<file path="config.mk">
export PLATFORM = sky130hd
export DESIGN_NAME = two_class_pool_allocator
export DESIGN_NICKNAME = d
export VERILOG_FILES = /design/src/tcpa_pkg.sv /design/src/tcpa_ctrl.sv /design/src/tcpa_dp.sv /design/src/two_class_pool_allocator.sv
export SDC_FILE = /design/constraint.sdc
export NUM_CORES = 2
export LEC_CHECK = 0
export BUFFER_PORTS_ARGS = -buffer_cell sky130_fd_sc_hd__buf_2
export CAP_MARGIN = 20
export CORE_ASPECT_RATIO = 1.25
export CORE_UTILIZATION = 50
export CTS_CLUSTER_SIZE = 30
export DETAILED_ROUTE_END_ITERATION = 10
export PLACE_DENSITY = 0.73
export SYNTH_ARGS = -nofsm -noshare
export SYNTH_HDL_FRONTEND = slang
export SYNTH_HIERARCHICAL = 1
export SYNTH_SLANG_ARGS = --single-unit
export TNS_END_PERCENT = 10
</file>
<file path="constraint.sdc">
create_clock -name clk -period 4.7 [get_ports clk]
set_clock_uncertainty 0.15 [all_clocks]
set_input_delay 0.235 -clock clk [delete_from_list [all_inputs] [get_ports clk]]
set_output_delay 0.235 -clock clk [all_outputs]
set_load 0.02 [all_outputs]
</file>
<file path="src/tcpa_pkg.sv">
// Shared types, constants and helpers for the two-class pool allocator.
// No dependencies; imported by the controller, the datapath and the top level.
package tcpa_pkg;

	localparam int IN_W  = 32;
	localparam int OUT_W = 24;
	localparam int CFG_W = 11;
	localparam int ROW_BITS = 32;

	localparam logic        CMD_ALLOC  = 1'b0;
	localparam logic        CMD_FREE   = 1'b1;
	localparam logic [10:0] SMALL_SIZE = 11'd32;
	localparam logic [10:0] LARGE_SIZE = 11'd1024;
	localparam logic [15:0] LARGE_BASE = 16'h8000;

	typedef enum logic {
		REG_SMALL_COUNT = 1'b0,
		REG_LARGE_COUNT = 1'b1
	} cfg_reg_t;

	typedef enum logic [1:0] {
		ST_DONE     = 2'd0,
		ST_NO_BLOCK = 2'd1,
		ST_BAD_SIZE = 2'd2
	} status_t;

	typedef struct packed {
		logic accept;
		logic commit;
	} ctrl_cmd_t;

	// {found, index} of the lowest clear bit
	function automatic logic [5:0] lowest_zero(input logic [31:0] v);
		logic [5:0] r;
		r = '0;
		for (int i = 31; i >= 0; i--) begin
			if (!v[i]) r = {1'b1, 5'(i)};
		end
		return r;
	endfunction

endpackage

</file>
<file path="src/tcpa_ctrl.sv">
// Controller for the pool allocator: accept / commit sequencing and output valid.
// Depends on tcpa_pkg.
module tcpa_ctrl (
	input  logic                clk,
	input  logic                arst_n,
	input  logic                in_valid,
	output logic                in_ready,
	output logic                out_valid,
	input  logic                out_ready,
	output tcpa_pkg::ctrl_cmd_t cmd
);
	import tcpa_pkg::*;

	typedef enum logic [1:0] {
		S_IDLE   = 2'b01,
		S_COMMIT = 2'b10
	} state_t;

	state_t state_q, state_d;
	logic   out_vld_q;

	assign in_ready   = (state_q == S_IDLE);
	assign cmd.accept = in_valid && in_ready;
	assign cmd.commit = (state_q == S_COMMIT) && (!out_vld_q || out_ready);
	assign out_valid  = out_vld_q;

	always_comb begin
		state_d = state_q;
		unique case (state_q)
			S_IDLE: begin
				if (cmd.accept) state_d = S_COMMIT;
			end
			S_COMMIT: begin
				if (cmd.commit) state_d = S_IDLE;
			end
			default: state_d = S_IDLE;
		endcase
	end

	always_ff @(posedge clk or negedge arst_n) begin
		if (!arst_n) begin
			state_q   <= S_IDLE;
			out_vld_q <= 1'b0;
		end else begin
			state_q <= state_d;
			if (cmd.commit) begin
				out_vld_q <= 1'b1;
			end else if (out_ready) begin
				out_vld_q <= 1'b0;
			end
		end
	end

endmodule

</file>
<file path="src/tcpa_dp.sv">
// Datapath for the pool allocator: bitmaps, counters, search and result register.
// Depends on tcpa_pkg; driven by tcpa_ctrl commands.
module tcpa_dp #(
	parameter int SMALL_BLOCKS = 1024,
	parameter int LARGE_BLOCKS = 32
) (
	input  logic                        clk,
	input  logic                        arst_n,
	input  tcpa_pkg::ctrl_cmd_t         cmd,
	input  logic                        cfg_we,
	input  logic                        cfg_index,
	input  logic [tcpa_pkg::CFG_W-1:0]  cfg_wdata,
	input  logic [tcpa_pkg::IN_W-1:0]   in_data,
	output logic [tcpa_pkg::OUT_W-1:0]  out_data
);
	import tcpa_pkg::*;

	localparam int SMALL_ROWS = (SMALL_BLOCKS + ROW_BITS - 1) / ROW_BITS;
	localparam int ROW_W  = (SMALL_ROWS > 1) ? $clog2(SMALL_ROWS) : 1;
	localparam int LIDX_W = (LARGE_BLOCKS > 1) ? $clog2(LARGE_BLOCKS) : 1;
	localparam logic [10:0] SMALL_LIM = 11'(SMALL_BLOCKS);
	localparam logic [5:0]  LARGE_LIM = 6'(LARGE_BLOCKS);

	typedef enum logic [2:0] {
		OP_ALLOC_SMALL = 3'd0,
		OP_ALLOC_LARGE = 3'd1,
		OP_NO_BLOCK    = 3'd2,
		OP_BAD_SIZE    = 3'd3,
		OP_FREE_SMALL  = 3'd4,
		OP_FREE_LARGE  = 3'd5,
		OP_FREE_NONE   = 3'd6
	} op_t;

	logic                     cmd_in;
	logic [10:0]              size_in;
	logic [15:0]              addr_in;

	logic [10:0]              small_cnt_q;
	logic [5:0]               large_cnt_q;
	logic [10:0]              small_left_q;
	logic [5:0]               large_left_q;
	logic [SMALL_ROWS-1:0]    row_vld_q;
	logic [SMALL_ROWS-1:0]    row_full_q;
	logic [LARGE_BLOCKS-1:0]  large_map_q;
	logic [ROW_BITS-1:0]      small_map_mem [SMALL_ROWS];
	logic [ROW_BITS-1:0]      rd_word_q;

	op_t                      op_q, op_d;
	logic [ROW_W-1:0]         row_q, rd_row;
	logic [4:0]               bit_q;
	logic [LIDX_W-1:0]        lidx_q;
	status_t                  status_q, status_d;
	logic [15:0]              granted_q, granted_d;

	logic [31:0]              full32, lmap32, word, pad, word_new;
	logic [5:0]               row_pick, bit_pick, lg_pick;
	logic [9:0]               fidx;
	logic [4:0]               lidx5;
	logic                     fidx_ok, lidx_ok;
	logic [10:0]              small_total, large_total_w, new_small, new_small_sat;
	logic [5:0]               large_total, new_large, new_large_sat;
	logic                     mem_we, small_dec, small_inc, large_dec, large_inc;
	logic                     row_upd, row_full_d, lg_set, lg_clr;

	assign cmd_in  = in_data[0];
	assign size_in = in_data[11:1];
	assign addr_in = in_data[27:12];

	assign small_total   = (small_cnt_q > SMALL_LIM) ? SMALL_LIM : small_cnt_q;
	assign large_total   = (large_cnt_q > LARGE_LIM) ? LARGE_LIM : large_cnt_q;
	assign large_total_w = 11'(large_total);
	assign new_small     = (cfg_index == REG_SMALL_COUNT) ? cfg_wdata : small_cnt_q;
	assign new_large     = (cfg_index == REG_LARGE_COUNT) ? cfg_wdata[5:0] : large_cnt_q;
	assign new_small_sat = (new_small > SMALL_LIM) ? SMALL_LIM : new_small;
	assign new_large_sat = (new_large > LARGE_LIM) ? LARGE_LIM : new_large;

	// classify the incoming item
	always_comb begin
		full32 = '1;
		full32[SMALL_ROWS-1:0] = row_full_q;
		row_pick = lowest_zero(full32);
		fidx     = addr_in[14:5];
		fidx_ok  = ({1'b0, fidx} < SMALL_LIM);
		lidx5    = addr_in[14:10];
		lidx_ok  = ({1'b0, lidx5} < LARGE_LIM);
		priority if (cmd_in == CMD_FREE) begin
			if (!addr_in[15]) op_d = fidx_ok ? OP_FREE_SMALL : OP_FREE_NONE;
			else              op_d = lidx_ok ? OP_FREE_LARGE : OP_FREE_NONE;
		end else if (size_in == SMALL_SIZE) begin
			if (small_left_q != '0)      op_d = row_pick[5] ? OP_ALLOC_SMALL : OP_NO_BLOCK;
			else if (large_left_q != '0) op_d = OP_ALLOC_LARGE;
			else                         op_d = OP_NO_BLOCK;
		end else if (size_in == LARGE_SIZE) begin
			op_d = (large_left_q != '0) ? OP_ALLOC_LARGE : OP_NO_BLOCK;
		end else begin
			op_d = OP_BAD_SIZE;
		end
		rd_row = (cmd_in == CMD_FREE) ? ROW_W'(fidx[9:5]) : ROW_W'(row_pick[4:0]);
	end

	// finish the item held from the accept cycle
	always_comb begin
		word = row_vld_q[row_q] ? rd_word_q : '0;
		for (int b = 0; b < 32; b++) begin
			pad[b] = (((11'(row_q) << 5) | 11'(b)) >= SMALL_LIM);
		end
		bit_pick = lowest_zero(word | pad);
		lmap32 = '1;
		lmap32[LARGE_BLOCKS-1:0] = large_map_q;
		lg_pick = lowest_zero(lmap32);

		word_new   = word;
		mem_we     = 1'b0;
		row_upd    = 1'b0;
		row_full_d = 1'b0;
		small_dec  = 1'b0;
		small_inc  = 1'b0;
		large_dec  = 1'b0;
		large_inc  = 1'b0;
		lg_set     = 1'b0;
		lg_clr     = 1'b0;
		status_d   = ST_DONE;
		granted_d  = '0;
		unique case (op_q)
			OP_ALLOC_SMALL: begin
				if (bit_pick[5]) begin
					word_new   = word | (32'd1 << bit_pick[4:0]);
					mem_we     = 1'b1;
					row_upd    = 1'b1;
					row_full_d = &(word_new | pad);
					small_dec  = 1'b1;
					granted_d  = (16'(row_q) << 10) | (16'(bit_pick[4:0]) << 5);
				end else begin
					status_d = ST_NO_BLOCK;
				end
			end
			OP_ALLOC_LARGE: begin
				if (lg_pick[5]) begin
					lg_set    = 1'b1;
					large_dec = 1'b1;
					granted_d = LARGE_BASE | (16'(lg_pick[4:0]) << 10);
				end else begin
					status_d = ST_NO_BLOCK;
				end
			end
			OP_FREE_SMALL: begin
				word_new  = word & ~(32'd1 << bit_q);
				mem_we    = 1'b1;
				row_upd   = 1'b1;
				small_inc = (small_left_q < small_total);
			end
			OP_FREE_LARGE: begin
				lg_clr    = 1'b1;
				large_inc = ({5'b0, large_left_q} < large_total_w);
			end
			OP_NO_BLOCK:  status_d = ST_NO_BLOCK;
			OP_BAD_SIZE:  status_d = ST_BAD_SIZE;
			OP_FREE_NONE: status_d = ST_DONE;
			default:      status_d = ST_DONE;
		endcase
	end

	always_ff @(posedge clk or negedge arst_n) begin
		if (!arst_n) begin
			small_cnt_q  <= '0;
			large_cnt_q  <= '0;
			small_left_q <= '0;
			large_left_q <= '0;
			row_vld_q    <= '0;
			row_full_q   <= '0;
			large_map_q  <= '0;
		end else if (cfg_we) begin
			small_cnt_q  <= new_small;
			large_cnt_q  <= new_large;
			small_left_q <= new_small_sat;
			large_left_q <= new_large_sat;
			row_vld_q    <= '0;
			row_full_q   <= '0;
			large_map_q  <= '0;
		end else if (cmd.commit) begin
			if (row_upd) begin
				row_vld_q[row_q]  <= 1'b1;
				row_full_q[row_q] <= row_full_d;
			end
			if (small_dec) small_left_q <= small_left_q - 11'd1;
			if (small_inc) small_left_q <= small_left_q + 11'd1;
			if (large_dec) large_left_q <= large_left_q - 6'd1;
			if (large_inc) large_left_q <= large_left_q + 6'd1;
			if (lg_set) large_map_q[LIDX_W'(lg_pick[4:0])] <= 1'b1;
			if (lg_clr) large_map_q[lidx_q] <= 1'b0;
		end
	end

	always_ff @(posedge clk) begin
		if (cmd.accept) begin
			op_q      <= op_d;
			row_q     <= rd_row;
			bit_q     <= fidx[4:0];
			lidx_q    <= LIDX_W'(lidx5);
			rd_word_q <= small_map_mem[rd_row];
		end
		if (cmd.commit && mem_we) small_map_mem[row_q] <= word_new;
		if (cmd.commit) begin
			status_q  <= status_d;
			granted_q <= granted_d;
		end
	end

	assign out_data = {6'b0, granted_q, status_q};

endmodule

</file>
<file path="src/two_class_pool_allocator.sv">
// Two-class pool allocator: 32-byte blocks below 32768, 1024-byte blocks above.
// An accepted item is registered with its small-bitmap row and finished into the result
// register at commit; a result still held on the output delays the commit. A new item is
// taken only after the last commits, set by the registered row read and its read-modify-write.
// Reset clears registers, counters and all in-use flags at once through per-row
// valid bits; there is no clearing pass.
module two_class_pool_allocator #(
	parameter int SMALL_BLOCKS = 1024,
	parameter int LARGE_BLOCKS = 32
) (
	input  logic                        clk,
	input  logic                        arst_n,
	input  logic                        cfg_we,
	input  logic                        cfg_index,
	input  logic [tcpa_pkg::CFG_W-1:0]  cfg_wdata,
	input  logic                        s_axis_tvalid,
	output logic                        s_axis_tready,
	// [0] command, [11:1] request_size, [27:12] block_address, [31:28] zero
	input  logic [tcpa_pkg::IN_W-1:0]   s_axis_tdata,
	output logic                        m_axis_tvalid,
	input  logic                        m_axis_tready,
	// [1:0] status, [17:2] granted_address, [23:18] zero
	output logic [tcpa_pkg::OUT_W-1:0]  m_axis_tdata
);
	import tcpa_pkg::*;

	ctrl_cmd_t cmd;

	tcpa_ctrl u_ctrl (
		.clk       (clk),
		.arst_n    (arst_n),
		.in_valid  (s_axis_tvalid),
		.in_ready  (s_axis_tready),
		.out_valid (m_axis_tvalid),
		.out_ready (m_axis_tready),
		.cmd       (cmd)
	);

	tcpa_dp #(
		.SMALL_BLOCKS (SMALL_BLOCKS),
		.LARGE_BLOCKS (LARGE_BLOCKS)
	) u_dp (
		.clk       (clk),
		.arst_n    (arst_n),
		.cmd       (cmd),
		.cfg_we    (cfg_we),
		.cfg_index (cfg_index),
		.cfg_wdata (cfg_wdata),
		.in_data   (s_axis_tdata),
		.out_data  (m_axis_tdata)
	);

	a_busy_after_accept: assert property (@(posedge clk) disable iff (!arst_n)
		cmd.accept |=> !s_axis_tready)
		else $error("input ready while an item is in flight");

	a_result_after_commit: assert property (@(posedge clk) disable iff (!arst_n)
		cmd.commit |=> m_axis_tvalid)
		else $error("committed result not presented");

	a_no_commit_when_idle: assert property (@(posedge clk) disable iff (!arst_n)
		cmd.commit |-> !s_axis_tready)
		else $error("commit without an accepted item");

	a_zero_addr_on_fail: assert property (@(posedge clk) disable iff (!arst_n)
		(m_axis_tvalid && (m_axis_tdata[1:0] != ST_DONE)) |-> (m_axis_tdata[17:2] == 16'd0))
		else $error("nonzero address with failing status");

endmodule

</file>
Yosys cells after proc, flatten, opt, wreduce, memory -nomap -nowiden
Memory sizes are Yosys's and may differ from the RTL's. A register that Yosys moved wholly into a read port is not among the register bits.
Cells that the tools add are included.
Widths: inputs -> output; s select.

storage, ports and cells
  register bits after elaboration = 169
  RAM bits = 1024
  output and inout bits = 26
  logic and storage cells = 273
  memories = 1

memory list
  name                depth  width  rd ports  clocked after Yosys merged registers in  wr ports  line           RTL
  u_dp.small_map_mem  32     32     1         1                                        1         tcpa_dp.sv:45  logic [ROW_BITS-1:0] small_map_mem [SMALL_ROWS];

operators by class
  $add $sub $neg = 4
  magnitude comparators = 44
  equal/unequal tests = 11
  shift-type cells = 2
  mux-type cells = 165
  bitwise logic cells = 10
  reduce and logical (&&, ||, !) cells = 21

operator list
  operator               number
  $mux 6                 103
  $mux 32                14
  $ge 10x11->1 const B   32
  $or 32x32->32          5
  $mux 11                7
  $and 32x32->32         2
  $not 32->32            2
  $pmux 32 s2            1
  $shl 1x5->32 const A   2
  $bwmux 32              1
  $mux 16                2
  $pmux 16 s2            1
  $reduce_and 32->1      1
  $gt 11x11->1 const B   2
  $mux 1                 20
  $lt 5x6->1 const B     3
  $demux 1 s5            3
  $ge 5x1->1 const B     3
  $or 15x10->15          1
  $gt 6x6->1 const B     2
  $mux 3                 4
  $add 11x1->11 const B  1
  $eq 11x11->1 const B   1
  $eq 11x6->1 const B    1
  other kinds (27)       43

Logic depth before layout (Yosys ltp)
  word-level depth = 46
  gate-level depth with buffers = 22
  mapped depth without buffers = 22

Cells and area by module
The synthesis kept the hierarchy.

by module, submodules not included
  module     instances  cells each  area an instance (sq um)  seq. area each (sq um)
  tcpa_dp    1          3376        51812.2                   35894.4
  tcpa_ctrl  1          11          130.1                     76.3

Least setup slack after synthesis
OpenSTA, ideal clock, no wires.

  path type = flip-flop to flip-flop
  from = register u_dp.row_q[1]
  to = register u_dp.row_full_q[27] (netlist: u_dp/full32[27])
  library setup time = 0.129 ns
  arrival = 4.328 ns
  data required time = 4.421 ns
  path slack = 0.093 ns
  cell stages (with the launch flop) = 15
  buffers on the path = 3
  clock period less this slack = 4.607 ns
  path through = edfxtp_1 -> buf_6 -> buf_6 -> mux2i_1 -> o22ai_1 -> or4_4 -> mux2i_4 -> clkbuf_1 -> or4_1 -> o211ai_1 -> inv_1 -> nand3_1 -> nor2_1 -> or3_1 -> o31ai_4

on the way
  longest elaborated chain between the ends = 46

ends and longest elaborated chain
  element                          line            RTL
  from (decl)                      tcpa_dp.sv:49   logic [ROW_W-1:0] row_q, rd_row;
  from (signal assigned)           tcpa_dp.sv:197  row_q <= rd_row;
  $bmux 1 s5                       tcpa_dp.sv:103  word = row_vld_q[row_q] ? rd_word_q : '0;
  $mux 1 (not written as such)     tcpa_dp.sv:103
  $mux 32                          tcpa_dp.sv:103
  $or 32x32->32                    tcpa_dp.sv:107  bit_pick = lowest_zero(word | pad);
  $mux 6 (32 in a row)             tcpa_pkg.sv:37  if (!v[i]) r = {1'b1, 5'(i)};
  $shl 1x5->32                     tcpa_dp.sv:127  word_new = word | (32'd1 << bit_pick[4:0]);
  $or 32x32->32                    tcpa_dp.sv:127
  $or 32x32->32                    tcpa_dp.sv:130  row_full_d = &(word_new | pad);
  $reduce_and 32->1                tcpa_dp.sv:130
  $mux 1                           tcpa_dp.sv:126  if (bit_pick[5]) begin
  $mux 1                           tcpa_dp.sv:124  unique case (op_q)
  $bwmux 32                        tcpa_dp.sv:183  row_full_q[row_q] <= row_full_d;
  $mux 32                          tcpa_dp.sv:181  if (row_upd) begin
  $mux 32                          tcpa_dp.sv:180  end else if (cmd.commit) begin
  $mux 32                          tcpa_dp.sv:172  end else if (cfg_we) begin
  to (signal, indexed assignment)  tcpa_dp.sv:183
  to (decl)                        tcpa_dp.sv:43   logic [SMALL_ROWS-1:0] row_full_q;

Several ways; a longest one is shown, not always the timed one. The select of a mux whose other input is x is not followed.
A chain may end at the register's enable or synchronous reset.

Worst setup path in the final report
  from = register u_dp.row_q[1]
  to = memory u_dp.small_map_mem[5][17], enable pin

on the way
  longest elaborated chain between the ends = 41

ends and longest elaborated chain
  element                       line            RTL
  $bmux 1 s5                    tcpa_dp.sv:103
  $mux 1 (not written as such)  tcpa_dp.sv:103
  $mux 32                       tcpa_dp.sv:103
  $or 32x32->32                 tcpa_dp.sv:107
  $mux 6 (32 in a row)          tcpa_pkg.sv:37
  $mux 1                        tcpa_dp.sv:126
  $pmux 1 s2                    tcpa_dp.sv:124
  $logic_and 1x1->1             tcpa_dp.sv:202  if (cmd.commit && mem_we) small_map_mem[row_q] <= word_new;
  $mux 1                        tcpa_dp.sv:202
  $mux 1 (not written as such)  tcpa_dp.sv:202
  to (decl)                     tcpa_dp.sv:45

Several ways; a longest one is shown, not always the timed one. The select of a mux whose other input is x is not followed.

==> impl_metrics.toml <==
[clock_network]
cts_max_path_buffers = 3
clkSinkCount = 1220
clk_root_buffer_cell = "clkbuf_16"
clk-insertion-delay-late_ps = 730
cts_made_buffers = 111
h-tree-depth = 3
clkTransAtPathRegs_ps = 60
cts_tree = "done"

[place]
placed_cell_area_mm2 = 0.0553
place_congestion = 0.993
place_ws_ps = 338
hpwlAfterDp_um = 80700
io_buffers = 54

[sta]
tns_ps = 0
clock.fmax_mhz = 228
min_period_over_period_pct = 93.5
whs_ps = 45.7
tightest_slew_ps = 1020
slew_violations = 0
period_needed_ps = 4400
hold_violations = 0
postLayoutSetupSlackWorst_ps = 305
rsz0062_at_grt = "no"
finalSetupViolations = 0
slew_headroom_pct = 31.7

[critical_path]
rrSetupSlack_ps = 300
crit_end = "u_dp/small_map_mem[5][17]"
r2r_cells = 11
r2r_end = "u_dp/small_map_mem[5][17]"
critPathLaunch = "u_dp/row_q[1]"
arrival_ps = 4610
critical_path_required_ps = 4920
critPathLaunchType = "flop"
critPathCaptureType = "flop"
rr_startpoint = "u_dp/row_q[1]"
crit_type = "reg2reg"
worstPathMaxFanout = 22

[logic_synthesis]
ys_async_sr_fraction_pct = 10.9
ys_ff_latch = 1220
synthFlopType = "edfxtp_1"
synthCells = 3387
synth_edf_count = 1087
syn-cell-area_mm2 = 0.0519
yosysWarnings = 6
yosysUniqueCellTypes = 84
synth.avg_cell_area_um2 = 15.3
ys_seq_area_share_pct = 69.3

[power_and_ir_drop]
intPower_mw = 17.3
power_density_mw_per_mm2 = 375
combinationalPowerShare_pct = 6.2
p_clk_share_pct = 40.1
ir_worst_vdd_mv = 0.322
p_sw_mw = 4.93
p_sw_share_pct = 22.2
leakage_nw = 22.7
seq_power_share_pct = 53.7

[cells_and_area]
syn_to_final_growth_pct = 13.9
antenna_cells = 0
fill_cells = 7696
fin_area_mm2 = 0.0592
drive_gt1_share_pct = 15.5
fin_util_pct = 57.8
fin_nets = 3673

[status]
status = "completed"

[global_route]
grt_overflow = 0
grt_util_all_layers_pct = 25.0
antenna_found_initial = 0
grt_pass1_wl_um = 194000
grt_pass1_vias = 30400
grt_max_degree = 99

[routing]
drtIter0Drc = 2790
via_per_inst = 6.10
vias = 30600
final_antenna_net_count = 0
wire_per_inst_um = 26.4
drt-pass1-iter-count = 5
drc = 0
wl_um = 132000

[floorplanning]
coreArea_mm2 = 0.102
pin_count = 75
start_util_pct = 50.7
die_h_um = 362
dieArea_mm2 = 0.105
die_w_um = 290
rows = 131

[min_path]
worst_hold_path_type = "in2async"

[flow_run]
max_cap_viol_count = 0
## registers in the layout (all words and copies together), names as in the netlist
signal,cells
u_dp/row_q,5
u_dp/small_cnt_q,11
u_dp/lidx_q,5
u_dp/op_q,3
u_dp/large_map_q,32
u_dp/rd_word_q,32
u_dp/full32,32
u_ctrl/state_q,2
u_dp/bit_q,5
u_dp/small_left_q,11
u_dp/small_map_mem,1024
u_dp/status_q,2
u_dp/large_left_q,6
u_ctrl/out_valid,1
u_dp/large_cnt_q,6
u_dp/granted_q,11
u_dp/row_vld_q,32
## stage by stage
stage                     instances  power, mW
final                          5015       22.2
after global routing           5015       22.8
after CTS                      5015       22.3
after detailed placement       4777       13.5
after global placement         4776       13.5
after floorplan                3397       13.0
## cells in the mapped netlist (all sizes together) (13+ instances only)
cell type / number / area share (%)
a22oi: 34 / 0.49
nand3: 30 / 0.31
clkbuf: 120 / 0.87
nor2b: 13 / 0.16
ha: 28 / 0.67
dfrtp: 132 / 6.4
mux2: 83 / 1.8
nor3: 58 / 0.56
o21a: 14 / 0.20
nor2: 165 / 1.2
o221ai: 33 / 0.56
or3: 14 / 0.17
edfxtp: 1087 / 63
nand4: 25 / 0.30
a31oi: 14 / 0.17
inv: 64 / 0.46
a211oi: 33 / 0.48
mux2i: 742 / 14
nand3b: 24 / 0.35
buf: 55 / 0.53
nand2: 137 / 0.99
o211ai: 15 / 0.24
nand2b: 22 / 0.26
o22ai: 94 / 1.1
o21ai: 84 / 0.82
a21oi: 97 / 0.93
and3: 15 / 0.18
## power groups by stage
| stage | clock [mW] | sequential, mW | combinational, mW |
|---|---|---|---|
| after detailed placement | 0 | 12.1 | 1.35 |
| after global placement | 0 | 12.1 | 1.34 |
| after global routing | 9.43 | 11.9 | 1.49 |
| after floorplan | 0 | 12.1 | 0.946 |
| after CTS | 9.02 | 11.9 | 1.38 |
| final | 8.91 | 11.9 | 1.38 |
## placed cells by master (no fill, tap or decap), drive strengths merged, types with 10 or more instances in the layout
cell type       n
edfxtp       1087
dfrtp         132
nand2b         22
a211oi         33
clkbuf        130
nor4           12
or3            14
nand4          25
dlygate4sd3    34
nand3b         24
o21bai         10
nor2          165
clkinv         53
buf           225
nor2b          13
o221ai         33
a21oi          97
mux2           83
mux2i         742
nand2         137
a31oi          14
o22ai          94
ha             28
nor3           58
nand3          30
o211ai         15
and2           11
a22oi          34
inv            70
o21a           14
o21ai          84
and3           15
conb           11
## layer usage
layer	wire, µm	global-route usage (%)	up-vias
li1	-	-	13600
met5	0	0	-
met4	5550	11.7	0
met3	8620	4.16	274
met2	65700	42.5	1180
met1	52400	31.1	15500
## repair_timing
item / 4_1_cts / 5_1_grt
resized for setup: 0 / 1
setup endpoints to repair: 0 / 2
endpoints found under the hold margin: 154 / 0
hold buffers: 34 / 0
setup buffers: 0 / 0
## final cells by class
| cell class | instances | area, µm² | share of cell area [%] |
|---|---|---|---|
| clock buffer | 130 | 2900 | 4.90 |
| clock inverter | 74 | 669 | 1.13 |
| inverter | 65 | 244 | 0.412 |
| multi-input combinational | 1937 | 15300 | 25.9 |
| sequential | 1220 | 36000 | 60.8 |
| tap | 1330 | 1660 | 2.81 |
| timing repair buffer | 259 | 2410 | 4.07 |
## how the worst min path moves through the flow
| stage | cells after the start | endpoint | from | slack, ps |
|---|---|---|---|---|
| finish | 2 | u_dp/small_cnt_q[7] | arst_n | 50 |
| global route | 2 | u_dp/small_cnt_q[6] | arst_n | 130 |
| CTS | 2 | u_dp/small_cnt_q[8] | arst_n | 40 |
| detailed placement | 2 | u_ctrl/state_q[0] | s_axis_tvalid | 240 |
| global placement | 2 | u_ctrl/state_q[0] | s_axis_tvalid | 230 |
| floorplan | 0 | u_ctrl/out_valid | arst_n | -210 |
## critical path, stage by stage, from the launching register on
cell	delay (ps)
edfxtp_1	400
buf_12	200
mux2i_1	280
o22ai_1	120
or4_4	550
mux2i_4	350
or4_1	240
o211ai_1	150
nor2_1	140
nand2_1	190
nor2_4	760
buf_4	470
## cell families (layout without fill, tap and decap cells)
family / after synthesis / after routing / synth area share, %
buffers and inverters: 240 / 528 / 1.87
other: 1 / 11 / 0.00722
AOI/OAI and AO/OA: 498 / 498 / 6.45
xor gates and xnor gates: 15 / 15 / 0.253
and+or+nand+nor: 558 / 558 / 5.29
muxes: 825 / 825 / 16.1
DFF: 1220 / 1220 / 69.3
adders and majority gates: 30 / 30 / 0.752
Note: power is estimated with default switching activity, not from simulation.
